==> src/design/mpeg1_block_dequantizer_macros.svh <==
// Assertion macros for the block dequantizer.
// Each macro expects clk and rst_n in scope at the point of use.
`ifndef MPEG1_BLOCK_DEQUANTIZER_MACROS_SVH
`define MPEG1_BLOCK_DEQUANTIZER_MACROS_SVH

`ifndef NO_ASSERTIONS

// Check a condition at every clock edge outside reset.
`define MBDQ_ASSERT_ALWAYS(lbl, cond) \
    lbl: assert property (@(posedge clk) disable iff (!rst_n) (cond)) \
        else $error("mbdq: invariant violated");

// Check that a trigger implies a consequence in the same cycle.
`define MBDQ_ASSERT_SAME(lbl, trig, cons) \
    lbl: assert property (@(posedge clk) disable iff (!rst_n) (trig) |-> (cons)) \
        else $error("mbdq: same-cycle implication violated");

// Check that a trigger implies a consequence in the next cycle.
`define MBDQ_ASSERT_NEXT(lbl, trig, cons) \
    lbl: assert property (@(posedge clk) disable iff (!rst_n) (trig) |=> (cons)) \
        else $error("mbdq: next-cycle implication violated");

`else

`define MBDQ_ASSERT_ALWAYS(lbl, cond)
`define MBDQ_ASSERT_SAME(lbl, trig, cons)
`define MBDQ_ASSERT_NEXT(lbl, trig, cons)

`endif

`endif

==> src/design/mbdq_pkg.sv <==
`default_nettype none

package mbdq_pkg;

    // Item operation codes
    typedef enum logic [2:0] {
        OP_INTRA_DC        = 3'd0,
        OP_START_NONINTRA  = 3'd1,
        OP_COEF            = 3'd2,
        OP_LOAD_INTRA_W    = 3'd3,
        OP_LOAD_NONINTRA_W = 3'd4,
        OP_SET_PRED        = 3'd5
    } op_t;

    localparam int unsigned IN_DATA_W  = 64;
    localparam int unsigned OUT_DATA_W = 32;
    localparam int unsigned COEF_W     = 19;
    localparam int unsigned MAG_W      = 18;
    localparam int unsigned PARTIAL_W  = 15;
    localparam int unsigned PRODUCT_W  = 23;
    localparam int unsigned SCALED_W   = 20;

    localparam logic [MAG_W-1:0] MAG_MAX = '1;

    // Predictor selects
    localparam logic [1:0] PRED_LUMA = 2'd0;
    localparam logic [1:0] PRED_CB   = 2'd1;
    localparam logic [1:0] PRED_CR   = 2'd2;

    // Zigzag scan order: scan index to natural index
    localparam logic [5:0] SCAN_ORDER [64] = '{
        6'd0,  6'd1,  6'd8,  6'd16, 6'd9,  6'd2,  6'd3,  6'd10,
        6'd17, 6'd24, 6'd32, 6'd25, 6'd18, 6'd11, 6'd4,  6'd5,
        6'd12, 6'd19, 6'd26, 6'd33, 6'd40, 6'd48, 6'd41, 6'd34,
        6'd27, 6'd20, 6'd13, 6'd6,  6'd7,  6'd14, 6'd21, 6'd28,
        6'd35, 6'd42, 6'd49, 6'd56, 6'd57, 6'd50, 6'd43, 6'd36,
        6'd29, 6'd22, 6'd15, 6'd23, 6'd30, 6'd37, 6'd44, 6'd51,
        6'd58, 6'd59, 6'd52, 6'd45, 6'd38, 6'd31, 6'd39, 6'd46,
        6'd53, 6'd60, 6'd61, 6'd54, 6'd47, 6'd55, 6'd62, 6'd63
    };

    // Unpacked input beat
    typedef struct packed {
        op_t                operation;
        logic [2:0]         component;
        logic signed [8:0]  dc_diff;
        logic [5:0]         run;
        logic [8:0]         level_magnitude;
        logic               level_sign;
        logic [4:0]         quant_scale;
        logic [5:0]         weight_index;
        logic [7:0]         weight_value;
        logic signed [15:0] predictor_value;
    } in_fields_t;

    // Classified work item handed from front to back
    typedef struct packed {
        logic              is_dc;
        logic              err;
        logic [5:0]        position;
        logic [COEF_W-1:0] dc_coef;
        logic [8:0]        level;
        logic              neg;
        logic [4:0]        qs;
        logic              intra;
        logic [7:0]        weight;
    } work_t;

endpackage

`default_nettype wire

==> src/design/mbdq_front.sv <==
`default_nettype none

module mbdq_front
    import mbdq_pkg::*;
(
    input  wire logic       clk,
    input  wire logic       rst_n,
    input  wire logic       in_valid,
    output logic            in_ready,
    input  wire in_fields_t in_fields,
    output logic            work_valid,
    output work_t           work,
    input  wire logic       work_ready
);

    logic        accept;
    logic        push;
    logic        valid_reg, valid_next;
    logic [6:0]  scan_pos_reg, scan_pos_next;
    logic        intra_reg, intra_next;
    logic [15:0] pred_reg [3];
    logic [15:0] pred_next [3];
    work_t       item_reg, item_next;

    logic [7:0]  intra_w_mem    [64];
    logic [7:0]  nonintra_w_mem [64];
    logic [7:0]  intra_rd_reg;
    logic [7:0]  nonintra_rd_reg;

    logic [7:0]  pos_sum;
    logic        overflow;
    logic [5:0]  zz_index;
    logic [1:0]  pred_sel;
    logic [15:0] dc_sum;

    assign push     = valid_reg && work_ready;
    assign in_ready = !valid_reg || work_ready;
    assign accept   = in_valid && in_ready;

    // Advance scan position and map through zigzag
    assign pos_sum  = {1'b0, scan_pos_reg} + {2'b00, in_fields.run};
    assign overflow = (pos_sum > 8'd63);
    assign zz_index = SCAN_ORDER[pos_sum[5:0]];

    // Pick predictor by component and add the difference
    always_comb
    begin
        if (in_fields.component < 3'd4)
            pred_sel = PRED_LUMA;
        else if (in_fields.component == 3'd4)
            pred_sel = PRED_CB;
        else
            pred_sel = PRED_CR;
    end

    assign dc_sum = pred_reg[pred_sel] + {{7{in_fields.dc_diff[8]}}, in_fields.dc_diff};

    // Classify the beat and update front state
    always_comb
    begin
        scan_pos_next = scan_pos_reg;
        intra_next    = intra_reg;
        pred_next     = pred_reg;
        item_next     = item_reg;
        valid_next    = push ? 1'b0 : valid_reg;
        if (accept)
        begin
            unique case (in_fields.operation)
                OP_INTRA_DC:
                begin
                    pred_next[pred_sel] = dc_sum;
                    intra_next          = 1'b1;
                    scan_pos_next       = 7'd1;
                    valid_next          = 1'b1;
                    item_next           = '0;
                    item_next.is_dc     = 1'b1;
                    item_next.dc_coef   = {dc_sum, 3'b000};
                end
                OP_START_NONINTRA:
                begin
                    intra_next    = 1'b0;
                    scan_pos_next = 7'd0;
                end
                OP_COEF:
                begin
                    valid_next     = 1'b1;
                    item_next      = '0;
                    item_next.level = in_fields.level_magnitude;
                    item_next.neg   = in_fields.level_sign;
                    item_next.qs    = in_fields.quant_scale;
                    item_next.intra = intra_reg;
                    if (overflow)
                    begin
                        scan_pos_next = 7'd64;
                        item_next.err = 1'b1;
                    end
                    else
                    begin
                        scan_pos_next      = pos_sum[6:0] + 7'd1;
                        item_next.position = zz_index;
                    end
                end
                OP_SET_PRED:
                begin
                    pred_next[0] = in_fields.predictor_value;
                    pred_next[1] = in_fields.predictor_value;
                    pred_next[2] = in_fields.predictor_value;
                end
                default:
                begin
                    // weight loads write only the weight memories; unused codes touch no front state
                end
            endcase
        end
    end

    // Hold control state
    always_ff @(posedge clk or negedge rst_n)
    begin
        if (!rst_n)
        begin
            valid_reg    <= 1'b0;
            scan_pos_reg <= '0;
            intra_reg    <= 1'b0;
            pred_reg     <= '{default: '0};
        end
        else
        begin
            valid_reg    <= valid_next;
            scan_pos_reg <= scan_pos_next;
            intra_reg    <= intra_next;
            pred_reg     <= pred_next;
        end
    end

    // Hold payload
    always_ff @(posedge clk)
    begin
        item_reg <= item_next;
    end

    // Weight memories: write on load, registered read on coefficient
    always_ff @(posedge clk)
    begin
        if (accept && in_fields.operation == OP_LOAD_INTRA_W)
            intra_w_mem[in_fields.weight_index] <= in_fields.weight_value;
        if (accept && in_fields.operation == OP_COEF)
            intra_rd_reg <= intra_w_mem[zz_index];
    end

    always_ff @(posedge clk)
    begin
        if (accept && in_fields.operation == OP_LOAD_NONINTRA_W)
            nonintra_w_mem[in_fields.weight_index] <= in_fields.weight_value;
        if (accept && in_fields.operation == OP_COEF)
            nonintra_rd_reg <= nonintra_w_mem[zz_index];
    end

    // Attach the weight of the current mode
    always_comb
    begin
        work        = item_reg;
        work.weight = item_reg.intra ? intra_rd_reg : nonintra_rd_reg;
    end

    assign work_valid = valid_reg;

endmodule

`default_nettype wire

==> src/design/mbdq_fifo.sv <==
`default_nettype none

module mbdq_fifo
    import mbdq_pkg::*;
#(
    parameter int unsigned DEPTH = 4
)
(
    input  wire logic  clk,
    input  wire logic  rst_n,
    input  wire logic  push,
    input  wire work_t push_item,
    output logic       full,
    input  wire logic  pop,
    output work_t      pop_item,
    output logic       empty
);

    localparam int unsigned PTR_W = (DEPTH > 1) ? $clog2(DEPTH) : 1;
    localparam int unsigned CNT_W = $clog2(DEPTH + 1);
    localparam logic [PTR_W-1:0] LAST_PTR  = PTR_W'(DEPTH - 1);
    localparam logic [CNT_W-1:0] DEPTH_CNT = CNT_W'(DEPTH);

    work_t             entry_reg [DEPTH];
    logic [PTR_W-1:0]  wr_ptr_reg, wr_ptr_next;
    logic [PTR_W-1:0]  rd_ptr_reg, rd_ptr_next;
    logic [CNT_W-1:0]  count_reg, count_next;
    logic              do_push;
    logic              do_pop;

    assign full     = (count_reg == DEPTH_CNT);
    assign empty    = (count_reg == '0);
    assign do_push  = push && !full;
    assign do_pop   = pop && !empty;
    assign pop_item = entry_reg[rd_ptr_reg];

    // Advance pointers and fill count
    always_comb
    begin
        wr_ptr_next = wr_ptr_reg;
        rd_ptr_next = rd_ptr_reg;
        count_next  = count_reg;
        if (do_push)
            wr_ptr_next = (wr_ptr_reg == LAST_PTR) ? '0 : wr_ptr_reg + PTR_W'(1);
        if (do_pop)
            rd_ptr_next = (rd_ptr_reg == LAST_PTR) ? '0 : rd_ptr_reg + PTR_W'(1);
        if (do_push && !do_pop)
            count_next = count_reg + CNT_W'(1);
        else if (do_pop && !do_push)
            count_next = count_reg - CNT_W'(1);
    end

    always_ff @(posedge clk or negedge rst_n)
    begin
        if (!rst_n)
        begin
            wr_ptr_reg <= '0;
            rd_ptr_reg <= '0;
            count_reg  <= '0;
        end
        else
        begin
            wr_ptr_reg <= wr_ptr_next;
            rd_ptr_reg <= rd_ptr_next;
            count_reg  <= count_next;
        end
    end

    // Store the entry
    always_ff @(posedge clk)
    begin
        if (do_push)
            entry_reg[wr_ptr_reg] <= push_item;
    end

endmodule

`default_nettype wire

==> src/design/mbdq_back.sv <==
`default_nettype none

module mbdq_back
    import mbdq_pkg::*;
(
    input  wire logic         clk,
    input  wire logic         rst_n,
    input  wire logic         work_valid,
    input  wire work_t        work,
    output logic              work_pop,
    output logic              out_valid,
    input  wire logic         out_ready,
    output logic [5:0]        out_position,
    output logic [COEF_W-1:0] out_coefficient,
    output logic              out_error
);

    // Stage A: level term times quantiser scale
    logic                 a_valid_reg;
    logic                 a_is_dc_reg;
    logic                 a_err_reg;
    logic [5:0]           a_pos_reg;
    logic [COEF_W-1:0]    a_dc_reg;
    logic                 a_neg_reg;
    logic                 a_intra_reg;
    logic [PARTIAL_W-1:0] a_partial_reg;
    logic [7:0]           a_weight_reg;

    // Output register
    logic                 o_valid_reg;
    logic [5:0]           o_pos_reg, o_pos_next;
    logic [COEF_W-1:0]    o_coef_reg, o_coef_next;
    logic                 o_err_reg, o_err_next;

    logic                 o_advance;
    logic                 a_advance;
    logic [9:0]           lev_term;
    logic [PARTIAL_W-1:0] partial_next;
    logic [PRODUCT_W-1:0] product;
    logic [SCALED_W-1:0]  scaled;
    logic [SCALED_W-1:0]  odd_mag;
    logic [MAG_W-1:0]     sat_mag;

    assign o_advance = !o_valid_reg || out_ready;
    assign a_advance = !a_valid_reg || o_advance;
    assign work_pop  = work_valid && a_advance;

    // Intra uses the level, non-intra uses 2*level+1
    assign lev_term     = work.intra ? {1'b0, work.level} : {work.level, 1'b1};
    assign partial_next = PARTIAL_W'(lev_term) * PARTIAL_W'(work.qs);

    always_ff @(posedge clk or negedge rst_n)
    begin
        if (!rst_n)
            a_valid_reg <= 1'b0;
        else if (a_advance)
            a_valid_reg <= work_valid;
    end

    always_ff @(posedge clk)
    begin
        if (work_pop)
        begin
            a_is_dc_reg   <= work.is_dc;
            a_err_reg     <= work.err;
            a_pos_reg     <= work.position;
            a_dc_reg      <= work.dc_coef;
            a_neg_reg     <= work.neg;
            a_intra_reg   <= work.intra;
            a_partial_reg <= partial_next;
            a_weight_reg  <= work.weight;
        end
    end

    // Weight product, scale shift, force odd, saturate, sign; DC and error items override
    always_comb
    begin
        product = PRODUCT_W'(a_partial_reg) * PRODUCT_W'(a_weight_reg);
        scaled  = a_intra_reg ? product[PRODUCT_W-1:3] : {1'b0, product[PRODUCT_W-1:4]};
        odd_mag = (scaled == '0) ? '0 : ((scaled - SCALED_W'(1)) | SCALED_W'(1));
        sat_mag = (odd_mag > SCALED_W'(MAG_MAX)) ? MAG_MAX : odd_mag[MAG_W-1:0];

        o_pos_next  = a_pos_reg;
        o_err_next  = a_err_reg;
        o_coef_next = a_neg_reg ? (COEF_W'(0) - {1'b0, sat_mag}) : {1'b0, sat_mag};
        if (a_err_reg)
        begin
            o_pos_next  = '0;
            o_coef_next = '0;
        end
        else if (a_is_dc_reg)
        begin
            o_pos_next  = '0;
            o_coef_next = a_dc_reg;
        end
    end

    always_ff @(posedge clk or negedge rst_n)
    begin
        if (!rst_n)
            o_valid_reg <= 1'b0;
        else if (o_advance)
            o_valid_reg <= a_valid_reg;
    end

    always_ff @(posedge clk)
    begin
        if (o_advance && a_valid_reg)
        begin
            o_pos_reg  <= o_pos_next;
            o_coef_reg <= o_coef_next;
            o_err_reg  <= o_err_next;
        end
    end

    assign out_valid       = o_valid_reg;
    assign out_position    = o_pos_reg;
    assign out_coefficient = o_coef_reg;
    assign out_error       = o_err_reg;

endmodule

`default_nettype wire

==> src/design/mpeg1_block_dequantizer.sv <==
// Channel  | Dir | Beat carries
// ---------+-----+----------------------------------------------------------
// s_axis   | in  | one block item: operation in tuser, fields in tdata
// m_axis   | out | one coefficient: position and value in tdata, error in tuser
//
// One item is taken per cycle while s_axis_tready is high; a beat that yields a
// coefficient reaches m_axis through the front register, queue, multiply stage
// and output register in that order, the first loading on acceptance.
// Loads, mode starts and predictor writes finish at acceptance and give no beat.
// The queue lets the front keep taking beats while m_axis stalls; s_axis_tready
// drops once the queue and front register are full. Reset clears the DC
// predictors, scan position and mode; weight memories hold no reset value.
`default_nettype none

`include "mpeg1_block_dequantizer_macros.svh"

module mpeg1_block_dequantizer
    import mbdq_pkg::*;
#(
    parameter int unsigned FIFO_DEPTH = 4
)
(
    input  wire logic                  clk,
    input  wire logic                  rst_n,
    input  wire logic                  s_axis_tvalid,
    output logic                       s_axis_tready,
    // component[2:0], dc_diff[11:3], run[17:12], level_magnitude[26:18],
    // level_sign[27], quant_scale[32:28], weight_index[38:33],
    // weight_value[46:39], predictor_value[62:47], zero pad [63]
    input  wire logic [IN_DATA_W-1:0]  s_axis_tdata,
    // operation[2:0]
    input  wire logic [2:0]            s_axis_tuser,
    output logic                       m_axis_tvalid,
    input  wire logic                  m_axis_tready,
    // position[5:0], coefficient[24:6], zero pad [31:25]
    output logic [OUT_DATA_W-1:0]      m_axis_tdata,
    // error[0]
    output logic [0:0]                 m_axis_tuser
);

    in_fields_t        in_fields;
    logic              front_valid;
    work_t             front_work;
    logic              fifo_full;
    logic              fifo_empty;
    work_t             fifo_item;
    logic              fifo_pop;
    logic [5:0]        out_position;
    logic [COEF_W-1:0] out_coefficient;
    logic              out_error;

    // Unpack the input beat
    always_comb
    begin
        in_fields.operation       = op_t'(s_axis_tuser);
        in_fields.component       = s_axis_tdata[2:0];
        in_fields.dc_diff         = s_axis_tdata[11:3];
        in_fields.run             = s_axis_tdata[17:12];
        in_fields.level_magnitude = s_axis_tdata[26:18];
        in_fields.level_sign      = s_axis_tdata[27];
        in_fields.quant_scale     = s_axis_tdata[32:28];
        in_fields.weight_index    = s_axis_tdata[38:33];
        in_fields.weight_value    = s_axis_tdata[46:39];
        in_fields.predictor_value = s_axis_tdata[62:47];
    end

    mbdq_front u_front (
        .clk        (clk),
        .rst_n      (rst_n),
        .in_valid   (s_axis_tvalid),
        .in_ready   (s_axis_tready),
        .in_fields  (in_fields),
        .work_valid (front_valid),
        .work       (front_work),
        .work_ready (!fifo_full)
    );

    mbdq_fifo #(
        .DEPTH (FIFO_DEPTH)
    ) u_fifo (
        .clk       (clk),
        .rst_n     (rst_n),
        .push      (front_valid),
        .push_item (front_work),
        .full      (fifo_full),
        .pop       (fifo_pop),
        .pop_item  (fifo_item),
        .empty     (fifo_empty)
    );

    mbdq_back u_back (
        .clk             (clk),
        .rst_n           (rst_n),
        .work_valid      (!fifo_empty),
        .work            (fifo_item),
        .work_pop        (fifo_pop),
        .out_valid       (m_axis_tvalid),
        .out_ready       (m_axis_tready),
        .out_position    (out_position),
        .out_coefficient (out_coefficient),
        .out_error       (out_error)
    );

    // Pack the output beat
    assign m_axis_tdata = {{(OUT_DATA_W - COEF_W - 6){1'b0}}, out_coefficient, out_position};
    assign m_axis_tuser = out_error;

    // An overflow beat carries neither position nor value
    `MBDQ_ASSERT_SAME(a_err_beat_zero, m_axis_tvalid && m_axis_tuser[0], m_axis_tdata[24:0] == '0)

    // The queue cannot be full and empty at once
    `MBDQ_ASSERT_ALWAYS(a_fifo_sane, !(fifo_full && fifo_empty))

    // A DC or coefficient beat lands in the front register
    `MBDQ_ASSERT_NEXT(a_front_load, s_axis_tvalid && s_axis_tready && (s_axis_tuser == OP_INTRA_DC || s_axis_tuser == OP_COEF), front_valid)

endmodule

`default_nettype wire

==> config.mk <==
export PLATFORM = sky130hd
export DESIGN_NAME = mpeg1_block_dequantizer
export DESIGN_NICKNAME = d
export VERILOG_FILES = /design/src/design/mbdq_pkg.sv /design/src/design/mbdq_front.sv /design/src/design/mbdq_fifo.sv /design/src/design/mbdq_back.sv /design/src/design/mpeg1_block_dequantizer.sv
export VERILOG_INCLUDE_DIRS = /design/src /design/src/design
export SDC_FILE = /design/constraint.sdc
export NUM_CORES = 2
export LEC_CHECK = 0
export BUFFER_PORTS_ARGS = -buffer_cell sky130_fd_sc_hd__buf_4
export CORE_ASPECT_RATIO = 0.75
export CORE_MARGIN = 2
export CORE_UTILIZATION = 50
export CTS_CLUSTER_SIZE = 25
export DETAILED_ROUTE_END_ITERATION = 12
export PLACE_DENSITY = 0.75
export REMOVE_ABC_BUFFERS = 1
export SLEW_MARGIN = 0
export SYNTH_ARGS = -nofsm -noshare
export SYNTH_HDL_FRONTEND = slang
export SYNTH_SLANG_ARGS = --single-unit
==> constraint.sdc <==
create_clock -name clk -period 15 [get_ports clk]
set_input_delay 1.5 -clock clk [delete_from_list [all_inputs] [get_ports clk]]
set_output_delay 1.5 -clock clk [all_outputs]
set_load 0.02 [all_outputs]
# Word-level counts from Yosys, hierarchy flattened

Memory sizes are Yosys's and may differ from the RTL's. A register that Yosys moved wholly into a read port is not among the register bits.
Index checks and enable logic that the tools add are counted.

Bits in registers: 187
RAM bits: 1228
Memory bits (read-only): 384
Input port bits: 71
Word-level logic and storage cells: 134
Memories kept: 4

$add $sub $neg: 9
$mul: 2
Magnitude comparators: 6
Equal/unequal tests: 9
Mux-type cells: 37
Bitwise gates (word level): 2
Reduce and logical (&&, ||, !) cells: 35

Memories:

| name                   | depth | bits a word | read ports | clocked after memory_dff | write ports | line             | RTL |
|---|---|---|---|---|---|---|---|
| u_front.intra_w_mem    | 64    | 8           | 1          | 1                        | 1           | mbdq_front.sv:25 | `logic [7:0] intra_w_mem [64];` |
| u_front.nonintra_w_mem | 64    | 8           | 1          | 1                        | 1           | mbdq_front.sv:26 | `logic [7:0] nonintra_w_mem [64];` |
| (name not given)       | 64    | 6           | 1          | 0                        | 0           | mbdq_front.sv:43 | `assign zz_index = SCAN_ORDER[pos_sum[5:0]];` |
| u_fifo.entry_reg       | 4     | 51          | 1          | 0                        | 1           | mbdq_fifo.sv:24  | `work_t entry_reg [DEPTH];` |

Operator list:

| kind                                                                    | count |
|---|---|
| 51-bit case mux with 2 select lines                                     | 1 |
| 48-bit case mux with 2 select lines                                     | 1 |
| 48-bit bitwise mux                                                      | 1 |
| 16-bit 2-to-1 mux                                                       | 3 |
| 20-bit 2-to-1 mux                                                       | 2 |
| 19-bit 2-to-1 mux                                                       | 2 |
| 16-bit binary-select mux with 2-bit select                              | 1 |
| 16-bit demux with 2-bit select                                          | 1 |
| 15-bit by 8-bit multiplier with 23-bit output                           | 1 |
| 7-bit case mux with 3 select lines                                      | 1 |
| 20-bit by 18-bit > comparator with 1-bit output (second input constant) | 1 |
| 20-bit logical NOT                                                      | 1 |
| 20-bit by 1-bit subtractor with 20-bit output (second input constant)   | 1 |
| 1-bit by 18-bit subtractor with 19-bit output (first input constant)    | 1 |
| 18-bit 2-to-1 mux                                                       | 1 |
| 6-bit 2-to-1 mux                                                        | 3 |
| 16-bit adder                                                            | 1 |
| 10-bit by 5-bit multiplier with 15-bit output                           | 1 |
| 3-bit equality test (second input constant)                             | 4 |
| 1-bit logical AND                                                       | 11 |
| 1-bit 2-to-1 mux                                                        | 10 |
| 10-bit 2-to-1 mux                                                       | 1 |
| 7-bit by 6-bit adder with 8-bit output                                  | 1 |
| 8-bit by 6-bit > comparator with 1-bit output (second input constant)   | 1 |
| 25 further kinds                                                        | 48 |

# Logic depth before layout (Yosys ltp)

Word-level depth: 10
Depth in mapped cells: 32

# Cells and area by module

A second synthesis with hierarchy kept.

Cell total of the unflattened synthesis: 4804
Area, all modules: 65784.3 um2

By module, submodules not included:

| module                  | instances | cells an instance | area each (um2) | sequential area each (um2) |
|---|---|---|---|---|
| mbdq_front              | 1         | 3454              | 48033.6         | 33857.5 |
| mbdq_back               | 1         | 1036              | 9875.7          | 2392.3 |
| mbdq_fifo               | 1         | 304               | 7811.2          | 6301.0 |
| mpeg1_block_dequantizer | 1         | 10                | 63.8            | 0.0 |

# Worst setup path after synthesis

OpenSTA, ideal clock, no wires.

Kind: reg2reg
Start: reg u_back.a_weight_reg[3]
End: reg u_back.o_coef_reg[16], in the netlist u_back.out_coefficient[16] (data pin)
Setup time: 277 ps
Data arrival time: 7085 ps
Data required time: 14723 ps
Setup slack: 7638 ps
Stages on the path, launching flop included: 30
Buffers on the path: 4
Cell sequence: edfxtp_1 > clkbuf_1 > nand2_1 > fa_1 > fa_1 > fa_1 > fa_1 > inv_1 > ha_1 > a21oi_1 > o221ai_1 > or3_1 > buf_6 > nor4_4 > nand3_2 > nor3_4 > nand2_1 > o311ai_1 > or2_1 > buf_4 > buf_2 > a21o_1 > ha_1 > nand2_1 > nor4_2 > nand3_1 > nor4_4 > nand3_1 > a211oi_1 > a2111oi_2

Longest elaborated chain between the ends: 9
Elaborated cells between the ends (all ways): 10
Classes of those cells: add/sub (2); mul (1); order compare (1); mux (5); reduce/logical (1)

RTL lines:

| what                                                                                | line             | RTL |
|---|---|---|
| start, declared                                                                     | mbdq_back.sv:27  | `logic [7:0] a_weight_reg;` |
| start signal, assigned                                                              | mbdq_back.sv:71  | `a_weight_reg <= work.weight;` |
| 15-bit by 8-bit multiplier with 23-bit output (*)                                   | mbdq_back.sv:78  | `product = PRODUCT_W'(a_partial_reg) * PRODUCT_W'(a_weight_reg);` |
| 20-bit 2-to-1 mux (*)                                                               | mbdq_back.sv:79  | `scaled = a_intra_reg ? product[PRODUCT_W-1:3] : {1'b0, product[PRODUCT_W-1:4]};` |
| 20-bit by 1-bit subtractor with 20-bit output or 20-bit logical NOT (tied branches) | mbdq_back.sv:80  | `odd_mag = (scaled == '0) ? '0 : ((scaled - SCALED_W'(1)) \| SCALED_W'(1));` |
| 20-bit 2-to-1 mux (*)                                                               | mbdq_back.sv:80  |  |
| 20-bit by 18-bit > comparator with 1-bit output                                     | mbdq_back.sv:81  | `sat_mag = (odd_mag > SCALED_W'(MAG_MAX)) ? MAG_MAX : odd_mag[MAG_W-1:0];` |
| 18-bit 2-to-1 mux (*)                                                               | mbdq_back.sv:81  |  |
| 1-bit by 18-bit subtractor with 19-bit output                                       | mbdq_back.sv:85  | `o_coef_next = a_neg_reg ? (COEF_W'(0) - {1'b0, sat_mag}) : {1'b0, sat_mag};` |
| 19-bit 2-to-1 mux (*)                                                               | mbdq_back.sv:85  |  |
| 19-bit 2-to-1 mux (*)                                                               | mbdq_back.sv:91  | `else if (a_is_dc_reg)` |
| end signal, assigned                                                                | mbdq_back.sv:111 | `o_coef_reg <= o_coef_next;` |
| end, declared                                                                       | mbdq_back.sv:32  | `logic [COEF_W-1:0] o_coef_reg, o_coef_next;` |

Mark *: on every way between the ends. The rest lies on a longest branch, timed or not.
A chain may end at the register's enable or synchronous reset.

# Worst setup path in the final report

Start: reg u_back.a_weight_reg[2]
End: reg u_back.o_coef_reg[16], in the netlist u_back.out_coefficient[16] (data pin)

Same word-level chain as after synthesis.

==> impl_results.md <==
* Maximum clock path buffer count at 3
* Fraction of layout cells with a size suffix above 1 at 10.93%
* #FFs+latches synth at 1413
* Most frequent cells in the layout: edfxtp_1, nand2_1, mux2i_1
* Final wirelength at 148.2 mm
* Worst skew pair latency at 0.77 ns
* Die X at 418.8 um
* Hold buffers post-CTS at 0
* Clock Skews at 0.02405 ns
* Clock sinks at 1413
* WL/cell at 22.90 um
* Root Buffer: clkbuf_16
* Post-synth top flop: edfxtp_1
* Dpl hpwl at 90.69 mm
* CP Max Fanout at 17
* Count of different cell masters after synthesis at 90
* Commonest non-fill, non-tap cell in the layout: edfxtp_1
* Synthesized cell area at 0.06451 mm^2
* Period minus WS final at 8.626 ns
* Clock-pin slew on the worst setup and hold paths at 0.07 ns
* Endpoints failing hold at 0
* Synth warn at 0
* Setup WS post-layout at 6.374 ns
* Initial Util at 50.25%
* Largest net degree at the start of global routing at 168
* Asr flop ratio synth at 4.671%
* Syn avg cell area at 13.85 um^2
* Drc violations at 0
* Dpl cell area at 0.06679 mm^2
* Min Hold Slack at 0.4841 ns
* Global-route wire length before repair at 224.6 mm
* Status: finished clean
* Post-CTS setup buffers at 0
* Cell count after synthesis at 4657
* Final setup violation count at 0
* Die Footprint at 0.1319 mm^2
* Layout Cells excl Fill at 6469
* Post-synth EDFFs at 1347
* Global route overflow at 0
* Iter 0 DRT Violations at 4803
* Slew @ Worst Pin at 1.242 ns
* Slew Viols, Final at 0
* PostCTS Resize Cnt at 0
* Boundary Pins at 106
* CP Data Required Time at 15.46 ns
* Max-cap violations at 0
* Initial antenna violation count at 4
* Type of the worst setup path: reg -> reg
* Layout net count at 4958
* Core Region at 0.1284 mm^2
* Port buffer count at 97
* Tot GR Track Use at 22.24%
* Die height at 315.1 um
* Pre-CTS WS at 6.464 ns
* RSZ-0062 raised after global routing: false
* Fmax at 0.1159 GHz
* Hold Path Class: reg -> reg
* H-tree depth at 4
* Worst setup EP type: register
* CP Launch Type: register
* FP Rows at 114
* Rel. slew slack at 17.17%
* Period Utilization, post-route at 57.51%
* Area grow syn2layout at 10.33%
* Sequential area share after synthesis at 65.26%
* Design Area, Final at 0.07117 mm^2
* Vias per std cell at 6.029
* WP data arrival at 9.09 ns
* CTS buffer count at 135
* Routed Antenna Nets at 0
* GP Congestion at 0.8528
* CTS tree: built
* Initial DRT Pass Iterations at 5
* Vias at 39004
* DP Cell Count at 6221
* Vias in the first global route at 37844
-- worst paths after layout --
| check | startpoint | end | slack (ns) | cells past startpoint |
|---|---|---|---|---|
| setup / recovery | u_back.a_weight_reg[2] | u_back.out_coefficient[16] | 6.37 | 25 |
| hold / removal | u_front.work[43] | u_fifo.entry_reg[3][43] | 0.48 | 0 |
| setup reg to reg | u_back.a_weight_reg[2] | u_back.out_coefficient[16] | 6.37 | 25 |
| hold reg to reg | u_front.work[43] | u_fifo.entry_reg[3][43] | 0.48 | 0 |
| max in group asynchronous | rst_n | u_fifo.rd_ptr_reg[0] | 13.48 | 1 |
| min in group asynchronous | rst_n | u_front.pred_reg[35] | 0.86 | 1 |
-- cells in the mapped netlist, types with 8 or more instances --
cell | number | area share [%]
mux2_2 | 34 | 0.59
clkbuf_1 | 189 | 1.1
and3_1 | 94 | 0.91
buf_4 | 11 | 0.13
nor4_1 | 9 | 0.087
o22ai_1 | 18 | 0.17
nand3b_1 | 9 | 0.10
a31oi_1 | 36 | 0.35
a21o_1 | 21 | 0.24
buf_2 | 43 | 0.33
a21oi_1 | 90 | 0.70
edfxtp_1 | 1347 | 63
nor2_1 | 249 | 1.4
o21ai_1 | 14 | 0.11
fa_1 | 105 | 3.3
ha_1 | 106 | 2.1
buf_1 | 27 | 0.16
mux2i_1 | 285 | 4.4
a311o_1 | 18 | 0.28
nand4_1 | 10 | 0.097
nor3_1 | 50 | 0.39
or3_1 | 21 | 0.20
a22o_1 | 20 | 0.27
dfrtp_1 | 66 | 2.6
nor2b_1 | 53 | 0.51
xnor2_1 | 35 | 0.48
or2_2 | 8 | 0.078
o21bai_1 | 9 | 0.10
o21a_1 | 50 | 0.58
nand2_1 | 693 | 4.0
a221oi_1 | 22 | 0.30
o21ai_0 | 100 | 0.78
mux4_2 | 96 | 3.4
a211oi_1 | 19 | 0.22
and2_1 | 84 | 0.81
xor2_1 | 21 | 0.29
o31ai_1 | 9 | 0.10
o211ai_1 | 27 | 0.31
nand2b_1 | 26 | 0.25
inv_1 | 161 | 0.94
nand3_1 | 180 | 1.4
a311oi_1 | 85 | 1.2
-- worst max-delay path, cell delays in order (launching register included) --
cell and delay (ns):
edfxtp_1 0.75, nand2_1 0.17, fa_1 0.53, fa_1 0.56, fa_1 0.42, fa_1 0.51, inv_1 0.05, ha_1 0.34
a21oi_1 0.28, o221ai_1 0.17, or3_1 0.53, nor4_4 0.46, nand3_2 0.20, nor3_4 0.33, nand2_1 0.12, o311ai_1 0.35
or2_1 0.53, a21o_1 0.24, ha_1 0.31, nand2_1 0.10, nor4_2 0.27, nand3_1 0.22, nor4_4 0.32, nand3_1 0.14
a211oi_1 0.34, a2111oi_2 0.09
-- area by class of cell --
| type | instances | area (um^2) |
|---|---|---|
| multi-input combinational | 2816 | 20820 |
| timing repair buffer | 148 | 1149 |
| fill | 9948 | 57200 |
| antenna | 2 | 5.005 |
| tap | 1682 | 2105 |
| sequential | 1413 | 42110 |
| inverter | 162 | 608.1 |
| clock buffer | 176 | 3637 |
| clock inverter | 70 | 739.5 |
-- cell families (layout without fill, tap and decap cells) --
| kind of cell | count (synthesis) | after routing | synth area share (%) |
|---|---|---|---|
| fa+ha+maj | 211 | 211 | 5.315 |
| other cells | 1 | 9 | 0.005813 |
| simple gates | 1520 | 1520 | 10.87 |
| mux | 415 | 415 | 8.368 |
| compound gates | 606 | 606 | 6.684 |
| flops | 1413 | 1413 | 65.26 |
| buf+inv | 434 | 556 | 2.686 |
| xor+xnor | 57 | 57 | 0.8030 |
-- layer usage --
layer	global-route usage [%]	up-vias	part of all wire, %
li1	-	17393	-
met4	6.695	4	2.5
met2	34.18	1860	46
met5	0	-	0.018
met3	4.034	232	9.3
met1	32.55	19515	42
-- stage by stage --
step           util (%)  setup TNS (ns)
2_1_floorplan         -          -9.382
3_3_place_gp      52.03               0
3_5_place_dp      52.03               0
4_1_cts           55.44               0
5_1_grt           55.44               0
6_report          55.44               0
Power is left out: the tool's default activity adds up to more than one toggle a clock period on the data nets, which glitch-free logic cannot reach.
